## config.mk

```make
export PLATFORM = sky130hd
export DESIGN_NAME = paper_feed_motor_controller
export DESIGN_NICKNAME = d
export VERILOG_FILES = /design/src/sv/pfmc_pkg.sv /design/src/sv/paper_feed_motor_controller.sv /design/src/sv/pfmc_core.sv
export VERILOG_INCLUDE_DIRS = /design/src /design/src/sv
export SDC_FILE = /design/constraint.sdc
export NUM_CORES = 1
export LEC_CHECK = 0
export BUFFER_PORTS_ARGS = -buffer_cell sky130_fd_sc_hd__buf_2
export CAP_MARGIN = 20
export CORE_MARGIN = 10
export CORE_UTILIZATION = 57
export DETAILED_ROUTE_END_ITERATION = 8
export PLACE_DENSITY = 0.75
export SYNTH_ARGS = -nofsm -noshare
export SYNTH_HDL_FRONTEND = slang
export SYNTH_SLANG_ARGS = --single-unit
```

## constraint.sdc

```tcl
create_clock -name clock -period 6.15 [get_ports clock]
set_clock_uncertainty 0.1 [all_clocks]
set_input_delay 0.9225 -clock clock [delete_from_list [all_inputs] [get_ports clock]]
set_output_delay 0.9225 -clock clock [all_outputs]
set_load 0.1 [all_outputs]
```

## src/sv/paper_feed_motor_controller_assert.svh

```systemverilog
// Assertion macros shared by the paper feed motor controller modules.
// Depends on nothing; included by the files that check their own logic.
`ifndef PAPER_FEED_MOTOR_CONTROLLER_ASSERT_SVH
`define PAPER_FEED_MOTOR_CONTROLLER_ASSERT_SVH

// The condition must hold in the same cycle as the trigger.
`define PFMC_ASSERT_SAME(lbl, clk, rst, trig, cond) \
   lbl: assert property (@(posedge clk) disable iff (rst) (trig) |-> (cond)) \
      else $error("pfmc check failed in the same cycle");

// The condition must hold in the cycle after the trigger.
`define PFMC_ASSERT_NEXT(lbl, clk, rst, trig, cond) \
   lbl: assert property (@(posedge clk) disable iff (rst) (trig) |=> (cond)) \
      else $error("pfmc check failed one cycle later");

`endif

```

## src/sv/pfmc_pkg.sv

```systemverilog
// Types and constants of the paper feed motor controller.
// Used by pfmc_core and by the top level; depends on nothing.
`default_nettype none

package pfmc_pkg;

   typedef struct packed {
      logic load_sensor;
      logic unload_sensor;
   } req_type;

   typedef struct packed {
      logic load_motor_on;
      logic unload_motor_on;
      logic load_led_toggle;
      logic unload_led_toggle;
      logic no_paper;
   } rsp_type;

   typedef struct packed {
      logic [15:0] pre_motor_delay;
      logic [15:0] load_run_time;
      logic [15:0] unload_run_time;
      logic [15:0] unload_watch_time;
      logic [15:0] unload_pause_time;
      logic [3:0]  sample_window;
      logic [3:0]  sample_threshold;
      logic [7:0]  retry_limit;
   } cfg_type;

   typedef enum logic [2:0] {
      LS_IDLE  = 3'd0,
      LS_ARM   = 3'd1,
      LS_WAIT  = 3'd2,
      LS_CHECK = 3'd3,
      LS_DONE  = 3'd4
   } load_state_type;

   typedef enum logic [2:0] {
      US_IDLE  = 3'd0,
      US_ARM   = 3'd1,
      US_PRE   = 3'd2,
      US_PAUSE = 3'd3,
      US_START = 3'd4,
      US_RUN   = 3'd5,
      US_CHECK = 3'd6,
      US_DONE  = 3'd7
   } unload_state_type;

   // Register indexes on the configuration port.
   localparam logic [2:0] REG_PRE_MOTOR_DELAY   = 3'd0;
   localparam logic [2:0] REG_LOAD_RUN_TIME     = 3'd1;
   localparam logic [2:0] REG_UNLOAD_RUN_TIME   = 3'd2;
   localparam logic [2:0] REG_UNLOAD_WATCH_TIME = 3'd3;
   localparam logic [2:0] REG_UNLOAD_PAUSE_TIME = 3'd4;
   localparam logic [2:0] REG_SAMPLE_WINDOW     = 3'd5;
   localparam logic [2:0] REG_SAMPLE_THRESHOLD  = 3'd6;
   localparam logic [2:0] REG_RETRY_LIMIT       = 3'd7;

   localparam cfg_type CFG_RESET = '{
      pre_motor_delay:   16'd300,
      load_run_time:     16'd10,
      unload_run_time:   16'd20,
      unload_watch_time: 16'd100,
      unload_pause_time: 16'd1,
      sample_window:     4'd10,
      sample_threshold:  4'd9,
      retry_limit:       8'd1
   };

   localparam logic [3:0] HITS_MAX = 4'd15;

endpackage

`default_nettype wire

```

## src/sv/paper_feed_motor_controller.sv

```systemverilog
// Paper feed motor controller: one tick item in, one result item out.
// An accepted item waits in the input register; its result is registered when that register advances.
// Throughput: one item per cycle while the result side does not stall; the core updates all tick state in one pass.
// Reset clears the sequencers, timers, latches and handshake state and loads
// the configuration registers with their default values.
`default_nettype none

module paper_feed_motor_controller #(
   parameter int TIMER_WIDTH = 16
) (
   input  wire logic              clock,
   input  wire logic              reset,
   input  wire logic              req_valid,
   output logic                   req_stall,
   input  wire pfmc_pkg::req_type req_data,
   output logic                   rsp_valid,
   input  wire logic              rsp_stall,
   output pfmc_pkg::rsp_type      rsp_data,
   input  wire logic              psel,
   input  wire logic              penable,
   input  wire logic              pwrite,
   input  wire logic [4:0]        paddr,
   input  wire logic [31:0]       pwdata,
   output logic [31:0]            prdata,
   output logic                   pready
);

   `include "paper_feed_motor_controller_assert.svh"

   pfmc_pkg::cfg_type cfg_ff, cfg_in;
   logic              s1_valid_ff, s1_valid_in;
   pfmc_pkg::req_type s1_data_ff;
   logic              out_valid_ff, out_valid_in;
   pfmc_pkg::rsp_type out_data_ff;
   pfmc_pkg::rsp_type core_result;
   logic              out_free, advance, accept, cfg_write;
   logic [2:0]        reg_index;

   assign pready    = 1'b1;
   assign reg_index = paddr[4:2];
   assign cfg_write = psel && penable && pwrite && pready;

   always_comb begin
      cfg_in = cfg_ff;
      if (cfg_write) begin
         case (reg_index)
            pfmc_pkg::REG_PRE_MOTOR_DELAY:   cfg_in.pre_motor_delay   = pwdata[15:0];
            pfmc_pkg::REG_LOAD_RUN_TIME:     cfg_in.load_run_time     = pwdata[15:0];
            pfmc_pkg::REG_UNLOAD_RUN_TIME:   cfg_in.unload_run_time   = pwdata[15:0];
            pfmc_pkg::REG_UNLOAD_WATCH_TIME: cfg_in.unload_watch_time = pwdata[15:0];
            pfmc_pkg::REG_UNLOAD_PAUSE_TIME: cfg_in.unload_pause_time = pwdata[15:0];
            pfmc_pkg::REG_SAMPLE_WINDOW:     cfg_in.sample_window     = pwdata[3:0];
            pfmc_pkg::REG_SAMPLE_THRESHOLD:  cfg_in.sample_threshold  = pwdata[3:0];
            pfmc_pkg::REG_RETRY_LIMIT:       cfg_in.retry_limit       = pwdata[7:0];
            default: cfg_in = cfg_ff;
         endcase
      end
   end

   always_comb begin
      case (reg_index)
         pfmc_pkg::REG_PRE_MOTOR_DELAY:   prdata = 32'(cfg_ff.pre_motor_delay);
         pfmc_pkg::REG_LOAD_RUN_TIME:     prdata = 32'(cfg_ff.load_run_time);
         pfmc_pkg::REG_UNLOAD_RUN_TIME:   prdata = 32'(cfg_ff.unload_run_time);
         pfmc_pkg::REG_UNLOAD_WATCH_TIME: prdata = 32'(cfg_ff.unload_watch_time);
         pfmc_pkg::REG_UNLOAD_PAUSE_TIME: prdata = 32'(cfg_ff.unload_pause_time);
         pfmc_pkg::REG_SAMPLE_WINDOW:     prdata = 32'(cfg_ff.sample_window);
         pfmc_pkg::REG_SAMPLE_THRESHOLD:  prdata = 32'(cfg_ff.sample_threshold);
         pfmc_pkg::REG_RETRY_LIMIT:       prdata = 32'(cfg_ff.retry_limit);
         default:                         prdata = 32'd0;
      endcase
   end

   // The input register moves on whenever the result register is empty or
   // being emptied, so a result that is being taken never blocks the next item.
   assign out_free  = !out_valid_ff || !rsp_stall;
   assign advance   = s1_valid_ff && out_free;
   assign req_stall = s1_valid_ff && !out_free;
   assign accept    = req_valid && !req_stall;

   assign s1_valid_in  = accept ? 1'b1 : (advance ? 1'b0 : s1_valid_ff);
   assign out_valid_in = advance ? 1'b1 : (rsp_stall ? out_valid_ff : 1'b0);

   always_ff @(posedge clock) begin
      if (reset) begin
         cfg_ff       <= pfmc_pkg::CFG_RESET;
         s1_valid_ff  <= 1'b0;
         out_valid_ff <= 1'b0;
      end else begin
         cfg_ff       <= cfg_in;
         s1_valid_ff  <= s1_valid_in;
         out_valid_ff <= out_valid_in;
      end
   end

   always_ff @(posedge clock) begin
      if (accept) begin
         s1_data_ff <= req_data;
      end
      if (advance) begin
         out_data_ff <= core_result;
      end
   end

   pfmc_core #(
      .TIMER_WIDTH(TIMER_WIDTH)
   ) u_core (
      .clock  (clock),
      .reset  (reset),
      .step   (advance),
      .item   (s1_data_ff),
      .cfg    (cfg_ff),
      .result (core_result)
   );

   assign rsp_valid = out_valid_ff;
   assign rsp_data  = out_data_ff;

   `PFMC_ASSERT_SAME(a_no_overwrite, clock, reset,
      s1_valid_ff && out_valid_ff && rsp_stall, req_stall && !advance)
   `PFMC_ASSERT_NEXT(a_accept_fills_stage, clock, reset,
      accept, s1_valid_ff)
   `PFMC_ASSERT_NEXT(a_advance_fills_output, clock, reset,
      advance, rsp_valid)

endmodule

`default_nettype wire

```

## src/sv/pfmc_core.sv

```systemverilog
// Per-tick state update of the paper feed motor controller: sampling window,
// timers, motor latches and the load and unload sequencers. Uses pfmc_pkg.
`default_nettype none

module pfmc_core #(
   parameter int TIMER_WIDTH = 16
) (
   input  wire logic             clock,
   input  wire logic             reset,
   input  wire logic             step,
   input  wire pfmc_pkg::req_type item,
   input  wire pfmc_pkg::cfg_type cfg,
   output pfmc_pkg::rsp_type     result
);

   `include "paper_feed_motor_controller_assert.svh"

   localparam int LW = 18;
   localparam int CW = TIMER_WIDTH + LW;
   localparam logic [TIMER_WIDTH-1:0] TMAX = '1;

   // Loads into a timer clip at the largest value the timer holds.
   function automatic logic [TIMER_WIDTH-1:0] sat_load(input logic [LW-1:0] v);
      logic [CW-1:0] ext;
      ext = CW'(v);
      if (ext > CW'(TMAX)) begin
         return TMAX;
      end
      return TIMER_WIDTH'(v);
   endfunction

   logic [3:0]             window_left_ff, window_left_in, window_left_dec;
   logic [3:0]             load_hits_ff, load_hits_in, load_hits_new;
   logic [3:0]             unload_hits_ff, unload_hits_in, unload_hits_new;
   logic [TIMER_WIDTH-1:0] load_pre_ff, load_pre_in, load_pre_dec;
   logic [TIMER_WIDTH-1:0] unload_pre_ff, unload_pre_in, unload_pre_dec;
   logic [TIMER_WIDTH-1:0] load_run_ff, load_run_in, load_run_dec;
   logic [TIMER_WIDTH-1:0] unload_run_ff, unload_run_in, unload_run_dec;
   logic [TIMER_WIDTH-1:0] watch_ff, watch_in, watch_dec;
   pfmc_pkg::load_state_type   load_state_ff, load_state_in;
   pfmc_pkg::unload_state_type unload_state_ff, unload_state_in;
   logic                   paper_missing_ff, paper_missing_in;
   logic [7:0]             retry_ff, retry_in, retry_inc;
   logic                   load_latch_ff, load_latch_in;
   logic                   unload_latch_ff, unload_latch_in;
   logic                   win_close, load_req, unload_req;
   logic                   load_led, unload_led;

   // Sampling happens only while the window is still open.
   assign window_left_dec = (window_left_ff != 4'd0) ? window_left_ff - 4'd1 : 4'd0;
   assign load_hits_new = (window_left_ff != 4'd0 && item.load_sensor &&
                           load_hits_ff != pfmc_pkg::HITS_MAX) ?
                          load_hits_ff + 4'd1 : load_hits_ff;
   assign unload_hits_new = (window_left_ff != 4'd0 && !item.unload_sensor &&
                             unload_hits_ff != pfmc_pkg::HITS_MAX) ?
                            unload_hits_ff + 4'd1 : unload_hits_ff;
   assign win_close  = (window_left_dec == 4'd0);
   assign load_req   = (load_hits_new >= cfg.sample_threshold);
   assign unload_req = (unload_hits_new >= cfg.sample_threshold);

   assign load_pre_dec   = (load_pre_ff != '0) ?
                           load_pre_ff - TIMER_WIDTH'(1) : load_pre_ff;
   assign unload_pre_dec = (unload_pre_ff != '0) ?
                           unload_pre_ff - TIMER_WIDTH'(1) : unload_pre_ff;
   assign load_run_dec   = (load_run_ff != '0) ?
                           load_run_ff - TIMER_WIDTH'(1) : load_run_ff;
   assign unload_run_dec = (unload_run_ff != '0) ?
                           unload_run_ff - TIMER_WIDTH'(1) : unload_run_ff;
   assign watch_dec      = (watch_ff != '0) ? watch_ff - TIMER_WIDTH'(1) : watch_ff;
   assign retry_inc      = retry_ff + 8'd1;

   always_comb begin
      window_left_in   = window_left_dec;
      load_hits_in     = load_hits_new;
      unload_hits_in   = unload_hits_new;
      load_pre_in      = load_pre_dec;
      unload_pre_in    = unload_pre_dec;
      load_run_in      = load_run_dec;
      unload_run_in    = unload_run_dec;
      watch_in         = watch_dec;
      load_state_in    = load_state_ff;
      unload_state_in  = unload_state_ff;
      paper_missing_in = paper_missing_ff;
      retry_in         = retry_ff;
      load_latch_in    = load_latch_ff;
      unload_latch_in  = unload_latch_ff;
      load_led         = 1'b0;
      unload_led       = 1'b0;

      // A running timer turns its motor on near the top and off near the end.
      if (load_run_ff != '0) begin
         if (CW'(load_run_dec) >= CW'(cfg.load_run_time)) begin
            load_latch_in = 1'b1;
         end else if (load_run_dec <= TIMER_WIDTH'(1)) begin
            load_latch_in = 1'b0;
         end
      end
      if (unload_run_ff != '0) begin
         if (CW'(unload_run_dec) >= CW'(cfg.unload_run_time)) begin
            unload_latch_in = 1'b1;
         end else if (unload_run_dec <= TIMER_WIDTH'(1)) begin
            unload_latch_in = 1'b0;
         end
      end

      if (win_close) begin
         load_hits_in   = 4'd0;
         unload_hits_in = 4'd0;
         window_left_in = cfg.sample_window;

         case (load_state_ff)
            pfmc_pkg::LS_IDLE: begin
               load_state_in = load_req ? pfmc_pkg::LS_ARM : pfmc_pkg::LS_DONE;
            end
            pfmc_pkg::LS_ARM: begin
               load_pre_in   = sat_load(LW'(cfg.pre_motor_delay));
               load_state_in = pfmc_pkg::LS_WAIT;
            end
            pfmc_pkg::LS_WAIT: begin
               if (load_pre_dec == '0) begin
                  load_run_in   = sat_load(LW'(cfg.load_run_time) + LW'(1));
                  load_led      = 1'b1;
                  load_state_in = pfmc_pkg::LS_CHECK;
               end
            end
            pfmc_pkg::LS_CHECK: begin
               load_state_in = load_req ? pfmc_pkg::LS_WAIT : pfmc_pkg::LS_DONE;
            end
            default: begin
               load_state_in = pfmc_pkg::LS_IDLE;
            end
         endcase

         case (unload_state_ff)
            pfmc_pkg::US_IDLE: begin
               if (unload_req) begin
                  unload_state_in = pfmc_pkg::US_ARM;
               end else begin
                  paper_missing_in = 1'b0;
                  unload_state_in  = pfmc_pkg::US_DONE;
               end
            end
            pfmc_pkg::US_ARM: begin
               if (!paper_missing_ff) begin
                  unload_pre_in   = sat_load(LW'(cfg.pre_motor_delay));
                  unload_state_in = pfmc_pkg::US_PRE;
               end else begin
                  unload_state_in = pfmc_pkg::US_DONE;
               end
            end
            pfmc_pkg::US_PRE: begin
               if (unload_pre_dec == '0) begin
                  watch_in        = sat_load(LW'(cfg.unload_watch_time));
                  unload_state_in = pfmc_pkg::US_START;
               end
            end
            pfmc_pkg::US_PAUSE: begin
               unload_pre_in   = sat_load(LW'(cfg.unload_pause_time));
               unload_state_in = pfmc_pkg::US_START;
            end
            pfmc_pkg::US_START: begin
               if (unload_pre_dec == '0) begin
                  unload_run_in   = sat_load(LW'(cfg.unload_run_time) + LW'(2));
                  unload_led      = 1'b1;
                  unload_state_in = pfmc_pkg::US_RUN;
               end
            end
            pfmc_pkg::US_RUN: begin
               if (unload_run_dec == '0) begin
                  unload_state_in = pfmc_pkg::US_CHECK;
               end
            end
            pfmc_pkg::US_CHECK: begin
               if (!unload_req) begin
                  unload_state_in = pfmc_pkg::US_DONE;
               end else if (watch_dec == '0) begin
                  // The watch ran out with paper still missing.
                  paper_missing_in = 1'b1;
                  if (retry_inc >= cfg.retry_limit) begin
                     retry_in        = 8'd0;
                     unload_state_in = pfmc_pkg::US_DONE;
                  end else begin
                     retry_in        = retry_inc;
                     unload_state_in = pfmc_pkg::US_PAUSE;
                  end
               end else begin
                  unload_state_in = pfmc_pkg::US_PAUSE;
               end
            end
            default: begin
               unload_state_in = pfmc_pkg::US_IDLE;
            end
         endcase
      end
   end

   always_ff @(posedge clock) begin
      if (reset) begin
         window_left_ff   <= pfmc_pkg::CFG_RESET.sample_window;
         load_hits_ff     <= 4'd0;
         unload_hits_ff   <= 4'd0;
         load_pre_ff      <= '0;
         unload_pre_ff    <= '0;
         load_run_ff      <= '0;
         unload_run_ff    <= '0;
         watch_ff         <= '0;
         load_state_ff    <= pfmc_pkg::LS_IDLE;
         unload_state_ff  <= pfmc_pkg::US_IDLE;
         paper_missing_ff <= 1'b0;
         retry_ff         <= 8'd0;
         load_latch_ff    <= 1'b0;
         unload_latch_ff  <= 1'b0;
      end else if (step) begin
         window_left_ff   <= window_left_in;
         load_hits_ff     <= load_hits_in;
         unload_hits_ff   <= unload_hits_in;
         load_pre_ff      <= load_pre_in;
         unload_pre_ff    <= unload_pre_in;
         load_run_ff      <= load_run_in;
         unload_run_ff    <= unload_run_in;
         watch_ff         <= watch_in;
         load_state_ff    <= load_state_in;
         unload_state_ff  <= unload_state_in;
         paper_missing_ff <= paper_missing_in;
         retry_ff         <= retry_in;
         load_latch_ff    <= load_latch_in;
         unload_latch_ff  <= unload_latch_in;
      end
   end

   assign result.load_motor_on     = load_latch_in;
   assign result.unload_motor_on   = unload_latch_in;
   assign result.load_led_toggle   = load_led;
   assign result.unload_led_toggle = unload_led;
   assign result.no_paper          = paper_missing_in;

   `PFMC_ASSERT_SAME(a_led_only_on_close, clock, reset,
      step && (load_led || unload_led), win_close)
   `PFMC_ASSERT_NEXT(a_hits_clear_on_close, clock, reset,
      step && win_close, load_hits_ff == 4'd0 && unload_hits_ff == 4'd0)
   `PFMC_ASSERT_NEXT(a_hold_without_step, clock, reset,
      !step, load_state_ff == $past(load_state_ff) &&
      unload_state_ff == $past(unload_state_ff))

endmodule

`default_nettype wire

```

==> results.ini, run 1 <==
[run_status]
run_status = completed

[clock_tree]
postCtsHoldBufs = 0
clk-insertion-delay-late_ps = 540
number_of_clock_buffers_inserted_by_tritoncts = 25
cts.htree.levels = 1
cts_setup_buffers = 0
clock_sinks = 214
root_buffer = sky130_fd_sc_hd__clkbuf_16
tritoncts_clock_tree = yes
clock_tree_buffer_depth = 3
post_cts_resized = 0
clkTransAtPathRegs_ps = 60

[drt]
drc = 0
route.detailed.vias_per_inst = 6.494
num_vias = 14640
drt_pass1_iterations = 8
detail-route-antenna-nets = 0
postRouteWirelength_um = 45490
routedWlPerCell_um = 20.18
drtIter0Drc = 1692

[timing]
finalSetupViolCount = 0
slew_violations = 0
holdWs_ps = 378.7
post-route-period-util_pct = 68.20
relSlewSlack_pct = 28.97
number_of_hold_violations_in_the_final_report = 0
finalCriticalPeriod_ps = 4194
max_clock_freq_mhz = 238.4
finalSetupTns_ps = 0
finalWorstSetupSlack_ps = 1956
rsz0062_at_grt = no
worst-slew-pin-transition_ps = 1060

[synthesis]
synth-adder-area-share_pct = 5.277
postSynthCellCount = 1933
compound_gate_portion_of_the_synthesized_area_pct = 21.77
synth_seq_area_share_pct = 29.62
post_synth_xor_area_fraction_pct = 3.754
synth_top_family_by_area = simple AND/OR/NAND/NOR gates
synth-simple-area-share_pct = 27.08
yosys_warns = 0
netlist-cell-type-count = 102
post_synth_mux_area_share_pct = 5.584
synth_flop_cell = sky130_fd_sc_hd__dfxtp_1
synth.cell_area_mm2 = 0.01470
async_flop_share_pct = 0
synth_area_per_cell_um2 = 7.604
synth_enable_flop_cells = 7
yosys_register_bits = 214

[worst_setup_path]
worst-endpoint-arrival_ps = 4520
worst_setup_path_end_kind = register
critical_path.startpoint_type = register
timing.critical_path.slowest_stage_cell = sky130_fd_sc_hd__or4_4
crit_chain = inv_1 > ha_1 > nor4b_4 > and4_1 > mux2i_1 > nand4_1 > or4_4 > clkinv_2 > nand3_1 > o221a_1
critPathMaxFanout = 20
timing_worst_setup_path_type = reg2reg
timing.critical_path.slowest_cell_delay_ps = 700
worstPathRequired_ps = 6480

[pwr]
ir_drop_v = 0.0004611
total_leakage_power_nw = 5.785
power.density_cell_area_mw_per_mm2 = 478.7

[grt]
grt_util_all_layers_pct = 26.01
maximum_number_of_pins_on_one_net_before_global_route_repair = 91
grt_overflow_total = 0
grt_antenna_before_repair = 2
number_of_global_route_vias_before_repair = 13190
first_pass_grt_wire_length_um = 71270

[min_path]
worstHoldPathType = reg2reg

[floorplan]
core_area_mm2 = 0.02525
io-pin-count = 86
die-area_mm2 = 0.03261
floorplan.rows = 58
die_x_um = 180.6
die-height_um = 180.6
starting_density_of_the_core_pct = 58.20

[placed_design]
portBuffers = 50
place_congestion = 0.9439
placed_cells = 2206
placement.setup.worst_slack_ps = 2069
place.detailed.hpwl_um = 32520

[finish]
nFillCells = 2259
num-nets-final = 2012
drive_gt1_share_pct = 9.724
sequential_cell_area_in_the_final_layout_mm2 = 0.004354
multiInputGateArea_mm2 = 0.009409
area_delta_synth_final_pct = 6.929
finalNonFillerCells = 2254

[flow_run]
cap_viol_max_count = 0

==> flip-flops by register name (all words and copies together) (netlist names), 2 cells and up <==
| signal | cells |
|---|---|
| cfg_ff | 96 |
| u_core.load_pre_ff | 16 |
| u_core.load_run_ff | 16 |
| u_core.unload_pre_ff | 16 |
| u_core.unload_run_ff | 16 |
| u_core.watch_ff | 16 |
| u_core.retry_ff | 8 |
| rsp_data | 5 |
| u_core.load_hits_ff | 4 |
| u_core.unload_hits_ff | 4 |
| u_core.window_left_ff | 4 |
| u_core.load_state_ff | 3 |
| u_core.unload_state_ff | 3 |
| s1_data_ff | 2 |
==> logic make-up after synthesis <==
kind of cell             Yosys count
XOR/XNOR                          63
multiplexers                      62
AND/OR/NAND/NOR                  802
adder cells (fa/ha/maj)           62
other                              2
AO/OA/AOI/OAI                    502
flip-flops                       214
buffers and inverters            226
==> through the flow <==
stage | utilization, % | area, µm² | total power [mW]
floorplan | - | 14760 | 5.156
global placement | 58.85 | 14860 | 5.859
detailed placement | 58.97 | 14890 | 5.942
CTS | 62.12 | 15690 | 7.427
global route | 62.24 | 15720 | 7.989
finish | 62.24 | 15720 | 7.525
==> Yosys cell counts, types with 15 or more instances <==
master                     number  area [µm²]
sky130_fd_sc_hd__nand2_1      267        1002
sky130_fd_sc_hd__dfxtp_1      207        4144
sky130_fd_sc_hd__nor2_1       198       743.2
sky130_fd_sc_hd__a21oi_1      180       900.9
sky130_fd_sc_hd__o21ai_0      103       515.5
sky130_fd_sc_hd__clkbuf_1      88       330.3
sky130_fd_sc_hd__inv_1         88       330.3
sky130_fd_sc_hd__nor3_1        65       325.3
sky130_fd_sc_hd__ha_1          62       775.7
sky130_fd_sc_hd__nand3_1       57       285.3
sky130_fd_sc_hd__xnor2_1       44       385.4
sky130_fd_sc_hd__mux2i_1       40       400.4
sky130_fd_sc_hd__nand2b_1      29       181.4
sky130_fd_sc_hd__nand4_1       26       162.7
sky130_fd_sc_hd__a211oi_1      24       180.2
sky130_fd_sc_hd__nor4_1        24       150.1
sky130_fd_sc_hd__a22oi_1       22       165.2
sky130_fd_sc_hd__a21o_1        20       150.1
sky130_fd_sc_hd__or3_1         20       125.1
sky130_fd_sc_hd__buf_4         19       142.6
sky130_fd_sc_hd__xor2_1        19       166.4
sky130_fd_sc_hd__a31oi_1       17       106.4
sky130_fd_sc_hd__nor2b_1       16       100.1
sky130_fd_sc_hd__o211ai_1      16       120.1
sky130_fd_sc_hd__mux4_2        15       337.8
==> placed cells by master, fill, tap and decap left out, types with 17 or more instances in the layout <==
cell type,synthesis,final
sky130_fd_sc_hd__a21o_1,20,20
sky130_fd_sc_hd__dfxtp_1,207,207
sky130_fd_sc_hd__o21ai_0,103,103
sky130_fd_sc_hd__or3_1,20,20
sky130_fd_sc_hd__a211oi_1,24,24
sky130_fd_sc_hd__xnor2_1,44,44
sky130_fd_sc_hd__nand4_1,26,26
sky130_fd_sc_hd__inv_1,88,88
sky130_fd_sc_hd__xor2_1,19,19
sky130_fd_sc_hd__nand2b_1,29,29
sky130_fd_sc_hd__nor4_1,24,24
sky130_fd_sc_hd__conb_1,2,17
sky130_fd_sc_hd__nor3_1,65,64
sky130_fd_sc_hd__a21oi_1,180,180
sky130_fd_sc_hd__buf_2,11,49
sky130_fd_sc_hd__ha_1,62,62
sky130_fd_sc_hd__a31oi_1,17,17
sky130_fd_sc_hd__nor2_1,198,198
sky130_fd_sc_hd__a22oi_1,22,22
sky130_fd_sc_hd__mux2i_1,40,40
sky130_fd_sc_hd__nand2_1,267,266
sky130_fd_sc_hd__nand3_1,57,57
sky130_fd_sc_hd__clkbuf_16,0,25
==> worst max-delay path: cells and delay by family (launching register included) <==
family / cells / cell delay [ps]
compound gates: 1 / 420
simple gates: 5 / 2270
fa+ha+maj: 1 / 260
buf+inv: 2 / 380
flops: 1 / 390
mux: 1 / 260
==> power by group <==
part / switching, mW / leakage, nW / total (mW) / internal, mW
Combinational: 2.58 / 3.66 / 4.24 / 1.66
Sequential: 0.264 / 1.75 / 1.82 / 1.55
Clock: 0.637 / 0.382 / 1.47 / 0.829
Total: 3.48 / 5.79 / 7.52 / 4.05
==> routing by layer <==
| metal | track usage (%) | up-vias | routed length, µm |
|---|---|---|---|
| li1 | - | 6844 | - |
| met5 | 0 | - | 0 |
| met2 | 41.20 | 722 | 20550 |
| met3 | 3.896 | 106 | 4065 |
| met1 | 35.51 | 6966 | 19420 |
| met4 | 8.268 | 0 | 1448 |
==> path summary, 6_finish.rpt <==
path	end	startpoint	depth (start not counted)	slack [ps]
setup / recovery	u_core.unload_run_ff[0]	u_core.unload_pre_ff[0]	10	1960
hold / removal	cfg_ff[39]	cfg_ff[39]	2	380
setup reg to reg	u_core.unload_run_ff[0]	u_core.unload_pre_ff[0]	10	1960
hold reg to reg	cfg_ff[39]	cfg_ff[39]	2	380
==> layout make-up <==
type                       instances  area share, %
multi-input combinational       1508          59.86
timing repair buffer              64          2.555
clock buffer                      32          4.338
tap                              330          2.627
antenna                            1        0.01592
inverter                          91          2.181
sequential                       214          27.70
clock inverter                    14         0.7164
Power figures use the tool's default switching activity.
==> inputs of run 2 (changes only) <==
Clock period 6.15 ns to 4.29 ns, I/O delays scaled along.
==> results.ini, run 2 (same netlist as run 1, synthesis figures left out) <==
[finish]
largest_register_ff_count = 96  ; unchanged
largest-register = cfg_ff
area_delta_synth_final_pct = 7.508
num-nets-final = 2021  ; +0.45%
most-common-layout-cells = sky130_fd_sc_hd__nand2_1, sky130_fd_sc_hd__dfxtp_1, sky130_fd_sc_hd__nor2_1
n_antenna_cell = 0  ; -1
nFillCells = 2243  ; -0.71%
drive_gt1_share_pct = 10.01  ; +0.28 points
finalNonFillerCells = 2259  ; +0.22%
multiInputGateArea_mm2 = 0.009409  ; unchanged
postLayoutCellArea_mm2 = 0.01580  ; +0.54%
sequential_cell_area_in_the_final_layout_mm2 = 0.004354  ; unchanged
finalCoreUtilization_pct = 62.57  ; +0.34 points
layout.cells.most_common = sky130_fd_sc_hd__nand2_1

[floorplan]
core_area_mm2 = 0.02525  ; unchanged
io-pin-count = 86  ; unchanged
die-height_um = 180.6  ; unchanged
starting_density_of_the_core_pct = 58.20  ; unchanged
die-area_mm2 = 0.03261  ; unchanged
die_x_um = 180.6  ; unchanged
floorplan.rows = 58  ; unchanged

[drt]
postRouteWirelength_um = 45800  ; +0.68%
routedWlPerCell_um = 20.27  ; +0.46%
num_vias = 14630  ; -0.089%
route.detailed.vias_per_inst = 6.474  ; -0.31%
drc = 0  ; unchanged
drtIter0Drc = 1884  ; +11%
drt_pass1_iterations = 6  ; -2
detail-route-antenna-nets = 0  ; unchanged

[grt]
first_pass_grt_wire_length_um = 72410  ; +1.6%
grt_antenna_before_repair = 0  ; -2
number_of_global_route_vias_before_repair = 13440  ; +1.9%
maximum_number_of_pins_on_one_net_before_global_route_repair = 92  ; +1.1%
grt_util_all_layers_pct = 26.49  ; +0.48 points
grt_overflow_total = 0  ; unchanged

[pwr]
ir_drop_v = 0.0006870  ; +49%
power.density_cell_area_mw_per_mm2 = 689.6  ; +44%
power.switching_mw = 4.950  ; +42%
clkPwrFrac_pct = 20.2  ; +0.7 points
power_frac_comb_pct = 55.9  ; -0.5 points
netSwitchingFraction_pct = 45.42  ; -0.82 points
p_int_mw = 5.948  ; +47%
total_leakage_power_nw = 5.850  ; +1.1%
power_frac_seq_pct = 23.9  ; -0.3 points

[clock_tree]
post_cts_resized = 0  ; unchanged
clock_tree_buffer_depth = 3  ; unchanged
root_buffer = sky130_fd_sc_hd__clkbuf_16
tritoncts_clock_tree = yes
number_of_clock_buffers_inserted_by_tritoncts = 25  ; unchanged
clock_sinks = 214  ; unchanged
cts_setup_buffers = 0  ; unchanged
clkTransAtPathRegs_ps = 60  ; about the same
clk-insertion-delay-late_ps = 530  ; about the same
cts.htree.levels = 1  ; unchanged
postCtsHoldBufs = 0  ; unchanged

[placed_design]
portBuffers = 50  ; unchanged
place.detailed.hpwl_um = 32910  ; +1.2%
placed_cell_area_mm2 = 0.01495  ; +0.40%
placed_cells = 2215  ; +0.41%
place_congestion = 0.9612  ; +1.8%

[run_status]
run_status = completed

[timing]
max_clock_freq_mhz = 254.7  ; +6.8%
holdWs_ps = 193.6  ; -185.1 ps
post-route-period-util_pct = 91.51  ; +23 points
rsz0062_at_grt = no
relSlewSlack_pct = 34.90  ; +5.9 points
finalSetupViolCount = 0  ; unchanged
finalCriticalPeriod_ps = 3926  ; -268.7 ps
worst-slew-pin-transition_ps = 976.5  ; -83.19 ps
finalSetupTns_ps = 0  ; unchanged
number_of_hold_violations_in_the_final_report = 0  ; unchanged
slew_violations = 0  ; unchanged

[worst_setup_path]
timing.critical_path.slowest_cell_delay_ps = 950  ; +250 ps
timing_worst_setup_path_type = reg2reg
worst_setup_path_end_kind = register
worst-endpoint-arrival_ps = 4280  ; -240 ps
worstPathRequired_ps = 4650  ; -1830 ps
timing.critical_path.slowest_stage_cell = sky130_fd_sc_hd__or4_1
crit_chain = inv_1 > ha_1 > nor4b_4 > and4_1 > mux2i_1 > nand4_1 > or4_1 > buf_4 > a21oi_1 > o21ai_0 > a21oi_1
timing.critical_path.buf_inv = 2  ; unchanged
critPathMaxFanout = 15  ; -25%
critical_path.startpoint_type = register
critical-path-top-cell-by-count = sky130_fd_sc_hd__a21oi_1
critPathTopFamily = simple AND/OR/NAND/NOR gates

[flow_run]
cap_viol_max_count = 0  ; unchanged

[min_path]
worstHoldPathType = in2reg

-- run 2: changes by cell type in the layout (fill, tap and decap cells not counted), sizes merged --
cell / change
clkinv: -3
clkbuf: +4
buf: +9
diode: -1
inv: -2
clkinvlp: -3
bufinv: +1
-- run 2: area by class of cell --
type	count	area share (%)
clock buffer	36	4.735
clock inverter	7	0.5938
inverter	91	2.169
multi-input combinational	1508	59.54
sequential	214	27.55
tap	330	2.613
timing repair buffer	73	2.795
-- run 2: path summary, 6_finish.rpt --
kind	end	slack (ps)	from	cells after the start
setup reg to reg	u_core.watch_ff[1]	360	u_core.unload_pre_ff[0]	11
setup / recovery	u_core.watch_ff[1]	360	u_core.unload_pre_ff[0]	11
hold reg to reg	cfg_ff[39]	370	cfg_ff[39]	2
hold / removal	s1_data_ff[0]	190	req_data[0]	1
-- run 2: metal layers --
| metal | global-route usage [%] | share of wire (%) |
|---|---|---|
| met1 | 35.17 | 42 |
| met2 | 42.11 | 45 |
| met3 | 5.141 | 10 |
| met4 | 8.891 | 3.3 |
| met5 | 0 | 0 |
-- run 2: metrics by stage --
step                      total power, mW  setup slack [ps]
after floorplan                     7.391             31.44
after global placement              8.405             545.2
after detailed placement            8.528             455.3
after CTS                           10.76             426.6
after global routing                11.59             53.00
final                               10.90             364.4
-- run 2: power groups by stage --
| stage | clock [mW] | sequential, mW | combinational [mW] |
|---|---|---|---|
| after CTS | 2.22 | 2.59 | 5.95 |
| after global placement | 0 | 2.62 | 5.78 |
| after global routing | 2.30 | 2.64 | 6.65 |
| final | 2.20 | 2.60 | 6.09 |
| after floorplan | 0 | 2.52 | 4.87 |
| after detailed placement | 0 | 2.63 | 5.90 |
